## config.mk

```make
export PLATFORM = sky130hd
export DESIGN_NAME = sorted_timer_queue
export DESIGN_NICKNAME = d
export VERILOG_FILES = /design/src/sv/stq_pkg.sv /design/src/sv/sorted_timer_queue.sv /design/src/sv/stq_cell.sv
export SDC_FILE = /design/constraint.sdc
export NUM_CORES = 2
export LEC_CHECK = 0
export ABC_AREA = 0
export BUFFER_PORTS_ARGS = -buffer_cell sky130_fd_sc_hd__buf_2
export CAP_MARGIN = 5
export CORE_MARGIN = 4
export CORE_UTILIZATION = 64
export CTS_CLUSTER_DIAMETER = 40
export DETAILED_ROUTE_END_ITERATION = 12
export HOLD_SLACK_MARGIN = 0.1
export PLACE_DENSITY = 0.81
export SETUP_SLACK_MARGIN = 0.05
export SLEW_MARGIN = 20
export SYNTH_ARGS = -nofsm -noshare
export SYNTH_HDL_FRONTEND = slang
export SYNTH_SLANG_ARGS = --single-unit
```

## constraint.sdc

```tcl
create_clock -name i_clk -period 7.4 [get_ports i_clk]
set_input_delay 2.22 -clock i_clk [delete_from_list [all_inputs] [get_ports i_clk]]
set_output_delay 2.22 -clock i_clk [all_outputs]
set_load 0.005 [all_outputs]
```

## src/sv/stq_pkg.sv

```systemverilog
`timescale 1ns / 1ps
// ----------------------------------------------------------------------------
// stq_pkg: shared types and constants of the sorted timer queue
// Command codes, input and result words, the control word that the top level
// broadcasts to the cell row, and the configuration reset value.
// ----------------------------------------------------------------------------
package stq_pkg;

    localparam int SLOT_COUNT_DEFAULT = 16;
    localparam int TIME_BITS_DEFAULT  = 32;

    localparam logic [30:0] MAX_TIMEOUT_RESET = 31'd60000;

    typedef enum logic [1:0] {
        ACT_SCHEDULE = 2'd0,
        ACT_CANCEL   = 2'd1,
        ACT_TICK     = 2'd2,
        ACT_SERVICE  = 2'd3
    } t_action;

    typedef struct packed {
        t_action            action;
        logic [3:0]         slot;
        logic signed [31:0] delay_ms;
        logic               wants_cancel_notice;
    } t_stq_in;

    typedef struct packed {
        logic        status;
        logic        fired;
        logic [3:0]  fired_slot;
        logic        cancel_notice;
        logic [30:0] next_timeout_ms;
        logic [4:0]  pending_count;
    } t_stq_out;

    // Broadcast to every cell of the row.
    typedef struct packed {
        logic cap;       // capture compare and match flags
        logic match_en;  // slot matching is meaningful for this command
        logic ins;       // insert the new timer at its ordered place
        logic rm;        // remove the marked entry and close the gap
    } t_cell_ctrl;

endpackage

```

## src/sv/sorted_timer_queue.sv

```systemverilog
`timescale 1ns / 1ps
// ----------------------------------------------------------------------------
// sorted_timer_queue: timer slots kept in fire-time order in a row of cells
// Schedule, cancel, tick and service commands against a wrapping clock.
// ----------------------------------------------------------------------------
// A command taken by start passes through the compare, list update and
// timeout calculation states, with busy high throughout, so a new command is
// not taken before the last one is through; start may be taken again
// in the cycle that shows the result. The receiver cannot stall.
// Reset (synchronous, active low) empties the list, zeroes the clock and
// sets the maximum timeout to 60000 ms.
module sorted_timer_queue
    import stq_pkg::*;
#(
    parameter int SLOT_COUNT = SLOT_COUNT_DEFAULT,
    parameter int TIME_BITS  = TIME_BITS_DEFAULT
) (
    input  logic        i_clk,
    input  logic        i_rst_n,
    input  logic        start,
    output logic        busy,
    input  t_stq_in     i_item,
    output logic        o_strobe,
    output t_stq_out    o_result,
    input  logic        i_cfg_valid,
    output logic        o_cfg_ready,
    input  logic [30:0] i_cfg_data
);

    localparam int SLOT_W = (SLOT_COUNT > 1) ? $clog2(SLOT_COUNT) : 1;
    localparam int CNT_W  = $clog2(SLOT_COUNT + 1);
    localparam int CW     = (TIME_BITS > 31) ? TIME_BITS : 31;

    typedef enum logic [3:0] {
        S_IDLE = 4'b0001,
        S_CMP  = 4'b0010,
        S_UPD  = 4'b0100,
        S_RES  = 4'b1000
    } t_state;

    t_state               r_state;
    t_stq_in              r_cmd;
    logic                 r_in_range;
    logic [TIME_BITS-1:0] r_new_time;
    logic [TIME_BITS-1:0] r_now;
    logic [CNT_W-1:0]     r_count;
    logic                 r_due;
    logic                 r_status;
    logic                 r_fired;
    logic [3:0]           r_fired_slot;
    logic                 r_notice;
    logic [30:0]          r_max;
    logic                 r_strobe;
    t_stq_out             r_result;

    t_cell_ctrl           ctrl;
    logic [SLOT_W-1:0]    cmd_slot;
    logic [31:0]          delay_clamped;
    logic                 is_sched;
    logic                 is_cancel;
    logic                 is_service;
    logic                 any_hit;
    logic                 any_hit_notice;
    logic [TIME_BITS-1:0] head_rem;
    logic [CW-1:0]        rem_w;
    logic [30:0]          next_timeout;

    // Neighbor buses: entry k+1 belongs to cell k, the two ends are empty.
    logic                 x_valid  [0:SLOT_COUNT+1];
    logic [SLOT_W-1:0]    x_slot   [0:SLOT_COUNT+1];
    logic [TIME_BITS-1:0] x_time   [0:SLOT_COUNT+1];
    logic                 x_notice [0:SLOT_COUNT+1];
    logic [SLOT_COUNT-1:0] hit_vec;
    logic [SLOT_COUNT-1:0] hit_notice_vec;
    logic                 chain    [0:SLOT_COUNT];

    assign x_valid[0]             = 1'b0;
    assign x_slot[0]              = '0;
    assign x_time[0]              = '0;
    assign x_notice[0]            = 1'b0;
    assign x_valid[SLOT_COUNT+1]  = 1'b0;
    assign x_slot[SLOT_COUNT+1]   = '0;
    assign x_time[SLOT_COUNT+1]   = '0;
    assign x_notice[SLOT_COUNT+1] = 1'b0;

    assign cmd_slot      = SLOT_W'(r_cmd.slot);
    assign is_sched      = (r_cmd.action == ACT_SCHEDULE);
    assign is_cancel     = (r_cmd.action == ACT_CANCEL);
    assign is_service    = (r_cmd.action == ACT_SERVICE);
    assign delay_clamped = i_item.delay_ms[31] ? 32'd0 : $unsigned(i_item.delay_ms);
    assign any_hit        = |hit_vec;
    assign any_hit_notice = |hit_notice_vec;

    always_comb begin
        ctrl.cap      = (r_state == S_CMP);
        ctrl.match_en = r_in_range && (is_sched || is_cancel);
        ctrl.ins      = (r_state == S_UPD) && is_sched && r_in_range && !any_hit;
        ctrl.rm       = (r_state == S_UPD)
                        && ((is_cancel && any_hit) || (is_service && r_due));
    end

    // A service removal enters the ripple at the head.
    assign chain[0] = ctrl.rm && is_service;

    genvar k;
    generate
        for (k = 0; k < SLOT_COUNT; k++) begin : g_cell
            stq_cell #(
                .SLOT_W    (SLOT_W),
                .TIME_BITS (TIME_BITS)
            ) u_cell (
                .i_clk        (i_clk),
                .i_rst_n      (i_rst_n),
                .i_ctrl       (ctrl),
                .i_new_slot   (cmd_slot),
                .i_new_time   (r_new_time),
                .i_new_notice (r_cmd.wants_cancel_notice),
                .i_prev_valid (x_valid[k]),
                .i_prev_slot  (x_slot[k]),
                .i_prev_time  (x_time[k]),
                .i_prev_notice(x_notice[k]),
                .i_next_valid (x_valid[k+2]),
                .i_next_slot  (x_slot[k+2]),
                .i_next_time  (x_time[k+2]),
                .i_next_notice(x_notice[k+2]),
                .i_found      (chain[k]),
                .o_found      (chain[k+1]),
                .o_valid      (x_valid[k+1]),
                .o_slot       (x_slot[k+1]),
                .o_time       (x_time[k+1]),
                .o_notice     (x_notice[k+1]),
                .o_hit        (hit_vec[k]),
                .o_hit_notice (hit_notice_vec[k])
            );
        end
    endgenerate

    // Time left on the head timer, judged by signed wrapping difference.
    assign head_rem = x_time[1] - r_now;
    assign rem_w    = CW'(head_rem);

    always_comb begin
        if (!x_valid[1]) begin
            next_timeout = r_max;
        end else if (head_rem[TIME_BITS-1]) begin
            next_timeout = '0;
        end else if (rem_w < CW'(r_max)) begin
            next_timeout = 31'(rem_w);
        end else begin
            next_timeout = r_max;
        end
    end

    always_ff @(posedge i_clk) begin
        if (!i_rst_n) begin
            r_state  <= S_IDLE;
            r_now    <= '0;
            r_count  <= '0;
            r_max    <= MAX_TIMEOUT_RESET;
            r_strobe <= 1'b0;
        end else begin
            r_strobe <= 1'b0;
            if (i_cfg_valid) begin
                r_max <= i_cfg_data;
            end
            unique case (r_state)
                S_IDLE: begin
                    if (start) begin
                        r_cmd      <= i_item;
                        r_in_range <= (int'(i_item.slot) < SLOT_COUNT);
                        r_new_time <= r_now + TIME_BITS'(delay_clamped);
                        r_state    <= S_CMP;
                    end
                end
                S_CMP: begin
                    r_due   <= x_valid[1] && (head_rem[TIME_BITS-1] || head_rem == '0);
                    r_state <= S_UPD;
                end
                S_UPD: begin
                    r_status     <= is_sched && r_in_range && any_hit;
                    r_notice     <= is_cancel && any_hit_notice;
                    r_fired      <= ctrl.rm && is_service;
                    r_fired_slot <= (ctrl.rm && is_service) ? 4'(x_slot[1]) : 4'd0;
                    if (ctrl.ins && chain[SLOT_COUNT]) begin
                        r_count <= r_count + 1'b1;
                    end else if (ctrl.rm && chain[SLOT_COUNT]) begin
                        r_count <= r_count - 1'b1;
                    end
                    if (r_cmd.action == ACT_TICK) begin
                        r_now <= r_now + 1'b1;
                    end
                    r_state <= S_RES;
                end
                S_RES: begin
                    r_strobe <= 1'b1;
                    r_state  <= S_IDLE;
                end
                default: begin
                    r_state <= S_IDLE;
                end
            endcase
        end
    end

    always_ff @(posedge i_clk) begin
        if (r_state == S_RES) begin
            r_result.status          <= r_status;
            r_result.fired           <= r_fired;
            r_result.fired_slot      <= r_fired_slot;
            r_result.cancel_notice   <= r_notice;
            r_result.next_timeout_ms <= next_timeout;
            r_result.pending_count   <= 5'(r_count);
        end
    end

    assign busy        = (r_state != S_IDLE);
    assign o_strobe    = r_strobe;
    assign o_result    = r_result;
    assign o_cfg_ready = 1'b1;

endmodule

```

## src/sv/stq_cell.sv

```systemverilog
`timescale 1ns / 1ps
// ----------------------------------------------------------------------------
// stq_cell: one position of the ordered timer list
// Holds one entry (slot, fire time, notice flag) and shifts toward its
// neighbors on insert and remove, driven by a ripple of position flags.
// ----------------------------------------------------------------------------
module stq_cell
    import stq_pkg::*;
#(
    parameter int SLOT_W    = 4,
    parameter int TIME_BITS = TIME_BITS_DEFAULT
) (
    input  logic                 i_clk,
    input  logic                 i_rst_n,
    input  t_cell_ctrl           i_ctrl,
    input  logic [SLOT_W-1:0]    i_new_slot,
    input  logic [TIME_BITS-1:0] i_new_time,
    input  logic                 i_new_notice,
    input  logic                 i_prev_valid,
    input  logic [SLOT_W-1:0]    i_prev_slot,
    input  logic [TIME_BITS-1:0] i_prev_time,
    input  logic                 i_prev_notice,
    input  logic                 i_next_valid,
    input  logic [SLOT_W-1:0]    i_next_slot,
    input  logic [TIME_BITS-1:0] i_next_time,
    input  logic                 i_next_notice,
    input  logic                 i_found,
    output logic                 o_found,
    output logic                 o_valid,
    output logic [SLOT_W-1:0]    o_slot,
    output logic [TIME_BITS-1:0] o_time,
    output logic                 o_notice,
    output logic                 o_hit,
    output logic                 o_hit_notice
);

    logic                 r_valid;
    logic [SLOT_W-1:0]    r_slot;
    logic [TIME_BITS-1:0] r_time;
    logic                 r_notice;
    logic                 r_cand;
    logic                 r_hit;
    logic [TIME_BITS-1:0] new_minus_mine;

    // The new timer goes ahead of this entry when it fires strictly earlier.
    assign new_minus_mine = i_new_time - r_time;

    always_comb begin
        o_found = i_found;
        if (i_ctrl.ins) begin
            o_found = i_found | r_cand;
        end else if (i_ctrl.rm) begin
            o_found = i_found | r_hit;
        end
    end

    always_ff @(posedge i_clk) begin
        if (!i_rst_n) begin
            r_valid <= 1'b0;
            r_cand  <= 1'b0;
            r_hit   <= 1'b0;
        end else begin
            if (i_ctrl.cap) begin
                r_cand <= !r_valid || new_minus_mine[TIME_BITS-1];
                r_hit  <= i_ctrl.match_en && r_valid && (r_slot == i_new_slot);
            end
            if (i_ctrl.ins) begin
                if (i_found) begin
                    r_valid  <= i_prev_valid;
                    r_slot   <= i_prev_slot;
                    r_time   <= i_prev_time;
                    r_notice <= i_prev_notice;
                end else if (r_cand) begin
                    r_valid  <= 1'b1;
                    r_slot   <= i_new_slot;
                    r_time   <= i_new_time;
                    r_notice <= i_new_notice;
                end
            end else if (i_ctrl.rm && o_found) begin
                r_valid  <= i_next_valid;
                r_slot   <= i_next_slot;
                r_time   <= i_next_time;
                r_notice <= i_next_notice;
            end
        end
    end

    assign o_valid      = r_valid;
    assign o_slot       = r_slot;
    assign o_time       = r_time;
    assign o_notice     = r_notice;
    assign o_hit        = r_hit;
    assign o_hit_notice = r_hit & r_notice;

endmodule

```

* After elaboration in Yosys (flattened, before gate mapping)
Index checks and enable logic that the tools add are counted.
** Storage, ports and cells
- Input bits :: 74
- Output and inout port bits :: 46
- Word-level logic and storage cells :: 675
- Register bits after elaboration :: 803
** Operators by class
- $lt $le $gt $ge :: 1
- Reductions and logical operators :: 152
- Multiplexer cells :: 296
- Bitwise operators :: 48
- $add $sub $neg :: 21
- Equality and inequality tests :: 41
** Operators with widths (count)
- $mux W32 :: 64
- $sub A32 B32 Y32 :: 17
- $mux W4 :: 65
- $mux W1 :: 160
- $mux W31 :: 4
- $eq A4 B4 Y1 :: 16
- $logic_and A1 B1 Y1 :: 58
- $reduce_and A3 Y1 :: 17
- $ne A3 B1 Y1 const B :: 16
- $reduce_and A2 Y1 :: 20
- $reduce_bool A2 Y1 :: 17
- $add A32 B1 Y32 const B :: 1
- $add A32 B31 Y32 :: 1
- $logic_not A32 Y1 :: 1
- $lt A32 B31 Y1 :: 1
- $or A1 B1 Y1 :: 32
- $reduce_or A16 Y1 :: 2
- $logic_or A1 B1 Y1 :: 19
- $logic_not A1 Y1 :: 17
- $and A1 B1 Y1 :: 16
- $pmux W4 S3 :: 1
- $mux W5 :: 2
- $add A5 B1 Y5 const B :: 1
- $sub A5 B1 Y5 const B :: 1
- other kinds (9) :: 10

* Longest topological paths before layout
- Word-level depth :: 56
- Gate-level depth with buffers :: 24
- Gate-level depth less buffers :: 23

* By module
A second synthesis with hierarchy kept.
** Second synthesis, totals
- Cell total of the unflattened synthesis :: 5896
- Area total of the unflattened synthesis :: 56066.3 um2
** Modules (own cells, without submodules)
- stq_cell at g_cell[0].u_cell ... :: cells an instance 300, sequential area each 1171.1 um2, instances 13, area an instance 2837.7 um2
- sorted_timer_queue :: cells an instance 1107, sequential area each 4164.0 um2, instances 1, area an instance 10641.5 um2
- stq_cell at g_cell[8].u_cell ... :: cells an instance 296, sequential area each 1171.1 um2, instances 2, area an instance 2846.5 um2
- stq_cell at g_cell[7].u_cell :: cells an instance 297, sequential area each 1171.1 um2, instances 1, area an instance 2841.5 um2

* Worst setup path after synthesis
OpenSTA, ideal clock, no wires.
- Path type :: reg2reg
- Start point :: register r_state[0]
- End point :: register r_result, in the netlist o_result[0] (enable)
- Setup time :: 0.568 ns
- Path buffers :: 0
- Period minus slack after synthesis :: 5.470 ns
- Arrival :: 4.902 ns
- Slack :: 1.930 ns
- Cell stages (with the launch flop) :: 2
- Data required time :: 6.832 ns
- Cell sequence :: dfxtp_1 -> nor4b_1
** Between the ends
- Word-level cells in the longest chain between the ends :: 1
** RTL lines
- from (decl) :: line sorted_timer_queue.sv:41 : t_state r_state;
- from (signal assigned) :: line sorted_timer_queue.sv:156 : r_state <= S_IDLE;
- from (signal assigned) :: line sorted_timer_queue.sv:172 : r_state <= S_CMP;
- from (signal assigned) :: line sorted_timer_queue.sv:177 : r_state <= S_UPD;
- $eq A4 B4 Y1 :: line sorted_timer_queue.sv:206 : if (r_state == S_RES) begin
- to (decl) :: line sorted_timer_queue.sv:54 : t_stq_out r_result;
Every way passes these cells.
A chain may end at the register's enable or synchronous reset.

* Worst setup path after layout
- Start point :: register g_cell[0].u_cell.r_time[0]
- End point :: register r_result, in the netlist o_result[18] (data pin)
** Between the ends
- Word-level cells in the longest chain between the ends :: 5
** RTL lines
- from (decl) :: line stq_cell.sv:39 : logic [TIME_BITS-1:0] r_time;
- from (signal assigned) :: line stq_cell.sv:71 : r_time <= i_prev_time;
- from (signal assigned) :: line stq_cell.sv:76 : r_time <= i_new_time;
- from (signal assigned) :: line stq_cell.sv:82 : r_time <= i_next_time;
- $sub A32 B32 Y32 * :: line sorted_timer_queue.sv:139 : assign head_rem = x_time[1] - r_now;
- $lt A32 B31 Y1 :: line sorted_timer_queue.sv:147 : end else if (rem_w < CW'(r_max)) begin
- $mux W31 :: line sorted_timer_queue.sv:147
- $mux W31 * :: line sorted_timer_queue.sv:145 : end else if (head_rem[TIME_BITS-1]) begin
- $mux W31 * :: line sorted_timer_queue.sv:143 : if (!x_valid[1]) begin
- net next_timeout[13] :: line sorted_timer_queue.sv:66 : logic [30:0] next_timeout;
The timed path passes the listed nets; every way through them passes the cells marked *.

==> results.sh <==
export IMPL_via_count=45000
export IMPL_reg2reg_from="g_cell[0].u_cell.o_time[0]$_DFFE_PP_"
export IMPL_groute_usage_overall=0.319
export IMPL_drt_total_wl_microns=147000
export IMPL_setup_tns_ps=0
export IMPL_async_reset_ff_frac=0
export IMPL_worst_pin_slew_ps=1070
export IMPL_hold_class="register to register"
export IMPL_cts_resized=0
export IMPL_crit_type="register to register"
export IMPL_setup_viol_count_final=0
export IMPL_cap_violations=0
export IMPL_cts_buffers_inserted=139
export IMPL_ys_warn_count=0
export IMPL_maxUsedRoutingLayer="met4"
export IMPL_slew_headroom=0.278
export IMPL_start_kind="register"
export IMPL_first_iter_violations=4504
export IMPL_m1WireLength_microns=62900
export IMPL_area_growth_pct=11.7
export IMPL_routed_wl_met3_microns=12000
export IMPL_synth_flop_cell="edfxtp_1"
export IMPL_grt_overflow=0
export IMPL_min_period_ps=5690
export IMPL_cts_tree="done"
export IMPL_dpl_hpwl_microns=103000
export IMPL_min_delay_worst_endpoint="o_result[39]$_DFFE_PP_"
export IMPL_antenna_found_initial=0
export IMPL_start_util=0.648
export IMPL_dieArea_sq_um=89700
export IMPL_skew_ps=43.2
export IMPL_drv_slew=0
export IMPL_cts_sinks=803
export IMPL_timing_fmax_ghz=0.176
export IMPL_rows=106
export IMPL_nets=6486
export IMPL_avgSynthCellArea_sq_um=9.29
export IMPL_synth_edff_count=682
export IMPL_arrival_ps=6280
export IMPL_design_area_sq_um=60700
export IMPL_synthDistinctLibCells=77
export IMPL_yosysMostFrequentCell="edfxtp_1"
export IMPL_leakagePower_nw=26.4
export IMPL_cts_buffer_depth=3
export IMPL_postCtsSetupRepairBufs=0
export IMPL_die_w_microns=300
export IMPL_placed_area_sq_um=55800
export IMPL_ys_seq_area_frac=0.421
export IMPL_io_pins=120
export IMPL_synthTopCellsByArea="edfxtp_1 (38%), ha_1 (13%), dfxtp_1 (4.5%), o21ai_0 (4.4%), inv_1 (4.1%)"
export IMPL_synthTopCellsByCount="edfxtp_1 (682), inv_1 (593), ha_1 (576)"
export IMPL_r2r_setup_slack_ps=1710
export IMPL_drive_gt1_frac=0.0822
export IMPL_syn_nets=6507
export IMPL_ir_drop_mv=0.223
export IMPL_ys_seq_elements=803
export IMPL_core_area_sq_um=84000
export IMPL_grt_max_degree=250
export IMPL_finalHoldViolCount=0
export IMPL_crit_chain="inv_1 -> ha_1 -> inv_1 -> fa_1 -> a211oi_1 -> o21ai_0 -> nand4_1 -> nand2_1 -> a2bb2oi_1 -> a21oi_1 -> a21oi_1 -> o311ai_0 -> ha_1 -> a2111oi_0 -> nand2_1 -> o32ai_1 -> nand2_1 -> nor3_2 -> buf_4 -> a22o_1"
export IMPL_synthDominantAreaCellType="edfxtp_1"
export IMPL_grt_pass1_wl_microns=234000
export IMPL_min_path_cells=0
export IMPL_cp_max_fo=19
export IMPL_cts_hold_buf=0
export IMPL_cp_slowest_cell="o311ai_0"
export IMPL_dr_wl_met2_microns=67700
export IMPL_wl_per_cell_microns=20.7
export IMPL_die_h_microns=300
export IMPL_status="complete, no violations"
export IMPL_clkSlewWorstSetupHoldPaths_ps=60
export IMPL_synth_area_sq_um=54400
export IMPL_cpPeakStageDelay_ps=560
export IMPL_timing_rr_end="o_result[18]$_DFFE_PP_"
export IMPL_rsz0062_at_grt="false"
export IMPL_globalplace_congestion=0.908
export IMPL_worstHoldStart="r_fired_slot[2]$_SDFFCE_PN0P_"
export IMPL_synth_cells=5854
export IMPL_crit_top_cell="nand2_1"
export IMPL_num_antenna_cells=0
export IMPL_end_kind="register"
export IMPL_worstPathRequired_ps=7990
export IMPL_worst_r2r_path_depth=20
export IMPL_numPortBuffers=118
export IMPL_worstPathBufferInverterCount=3
export IMPL_firstDrtPassIters=6
export IMPL_drc=0
export IMPL_powerDensity_nw_per_um2=200
export IMPL_first_global_vias=44100
export IMPL_vias_per_cell=6.35
export IMPL_clk_latency_ps=740
export IMPL_cts_root_buf="clkbuf_16"
export IMPL_critPathTopFamily="compound AO/OA/AOI/OAI gates"
export IMPL_drtAntennaViolNets=0
export IMPL_h_tree_depth=4
export IMPL_fin_crit_sh=0.769
export IMPL_synth_top_area_share=0.377
==> how the worst max path moves through the flow <==
stage / slack, ps / start / end / cells past startpoint
floorplan: 1930 / r_state[0]$_SDFFE_PN1P_ / o_result[0]$_DFFE_PP_ / 1
global route: 1280 / g_cell[0].u_cell.o_time[0]$_DFFE_PP_ / o_result[15]$_DFFE_PP_ / 20
global placement: 1930 / g_cell[0].u_cell.o_time[0]$_DFFE_PP_ / o_result[7]$_DFFE_PP_ / 20
detailed placement: 1830 / r_now[1]$_SDFFE_PN0P_ / o_result[23]$_DFFE_PP_ / 21
CTS: 1820 / r_now[1]$_SDFFE_PN0P_ / o_result[23]$_DFFE_PP_ / 21
finish: 1710 / g_cell[0].u_cell.o_time[0]$_DFFE_PP_ / o_result[18]$_DFFE_PP_ / 20
==> worst register-to-register path: cells and delay by family, from the launching register on <==
kind,cells,cell delay (ps)
AO/OA/AOI/OAI,9,3100
adder cells (fa/ha/maj),3,940
AND/OR/NAND/NOR,5,680
buffers and inverters,3,450
flip-flops,1,410
==> stage by stage <==
step	worst slack (ps)	utilization	hold slack, ps	power (mW)	std cells
after global placement	1930	0.665	404	5.62	6819
after detailed placement	1830	0.665	410	5.65	6819
after global routing	1280	0.723	410	12.5	7083
after CTS	1820	0.722	410	12.2	7076
final	1710	0.723	398	12.2	7083
after floorplan	1930	-	400	5.46	5854
==> layout by cell type, fill, tap and decap left out, drive strengths merged, types with 11 or more instances in the layout <==
| master | n |
|---|---|
| edfxtp | 682 |
| inv | 612 |
| ha | 576 |
| nor2 | 569 |
| o21ai | 486 |
| nand2 | 440 |
| a21oi | 436 |
| mux2i | 213 |
| a21o | 208 |
| buf | 207 |
| clkbuf | 166 |
| a211oi | 129 |
| dfxtp | 121 |
| xnor2 | 99 |
| nand4 | 89 |
| nor3 | 89 |
| xor2 | 72 |
| a31oi | 66 |
| o221ai | 63 |
| nor2b | 61 |
| o22ai | 59 |
| clkinv | 45 |
| nand2b | 42 |
| a211o | 39 |
| nand3 | 36 |
| a22o | 35 |
| o21a | 32 |
| and2 | 24 |
| and3 | 23 |
| o2111ai | 21 |
| nor4 | 21 |
| o211ai | 18 |
| bufinv | 15 |
| o31ai | 15 |
| or3 | 14 |
| clkinvlp | 13 |
| o21bai | 12 |
| a221oi | 11 |
==> kinds of logic after synthesis <==
kind of cell,share of synthesized area
flip-flops,0.421
XOR/XNOR,0.0275
adder cells (fa/ha/maj),0.134
buffers and inverters,0.0676
AND/OR/NAND/NOR,0.119
multiplexers,0.0394
other,0.0000689
AO/OA/AOI/OAI,0.192
==> metal layers <==
layer | vias up | track usage
met5 | - | 0
met4 | 0 | 0.101
li1 | 21100 | -
met2 | 1908 | 0.509
met1 | 21700 | 0.449
met3 | 321 | 0.0500
==> state kept, by name, indices dropped and copies added, names as in the netlist, 3 cells and up <==
register,cells
r_new_time,32
r_now,32
g_cell.u_cell.o_valid,16
g_cell.u_cell.o_hit,16
g_cell.u_cell.o_notice,16
g_cell.u_cell.o_slot,64
g_cell.u_cell.o_time,512
r_max,31
o_result,43
r_count,5
r_fired_slot,4
g_cell.u_cell.r_cand,16
r_cmd,3
r_state,4
cmd_slot,4
==> cell type report <==
cell class                      count  area (sq um)
Clock buffer                      166          3770
Clock inverter                     91           996
Fill cell                        6127         23200
Inverter                          594          2230
Multi-Input combinational cell   4088         28000
Sequential cell                   803         22900
Tap cell                         1134          1420
Timing Repair Buffer              207          1390
==> where the power goes <==
| part | total (mW) | internal, mW | switching (mW) |
|---|---|---|---|
| sequential | 4.90 | 4.88 | 0.0191 |
| combinational | 0.688 | 0.262 | 0.426 |
| clock | 6.59 | 4.19 | 2.39 |
| total | 12.2 | 9.33 | 2.84 |
Note: power is estimated with default switching activity, not from simulation.
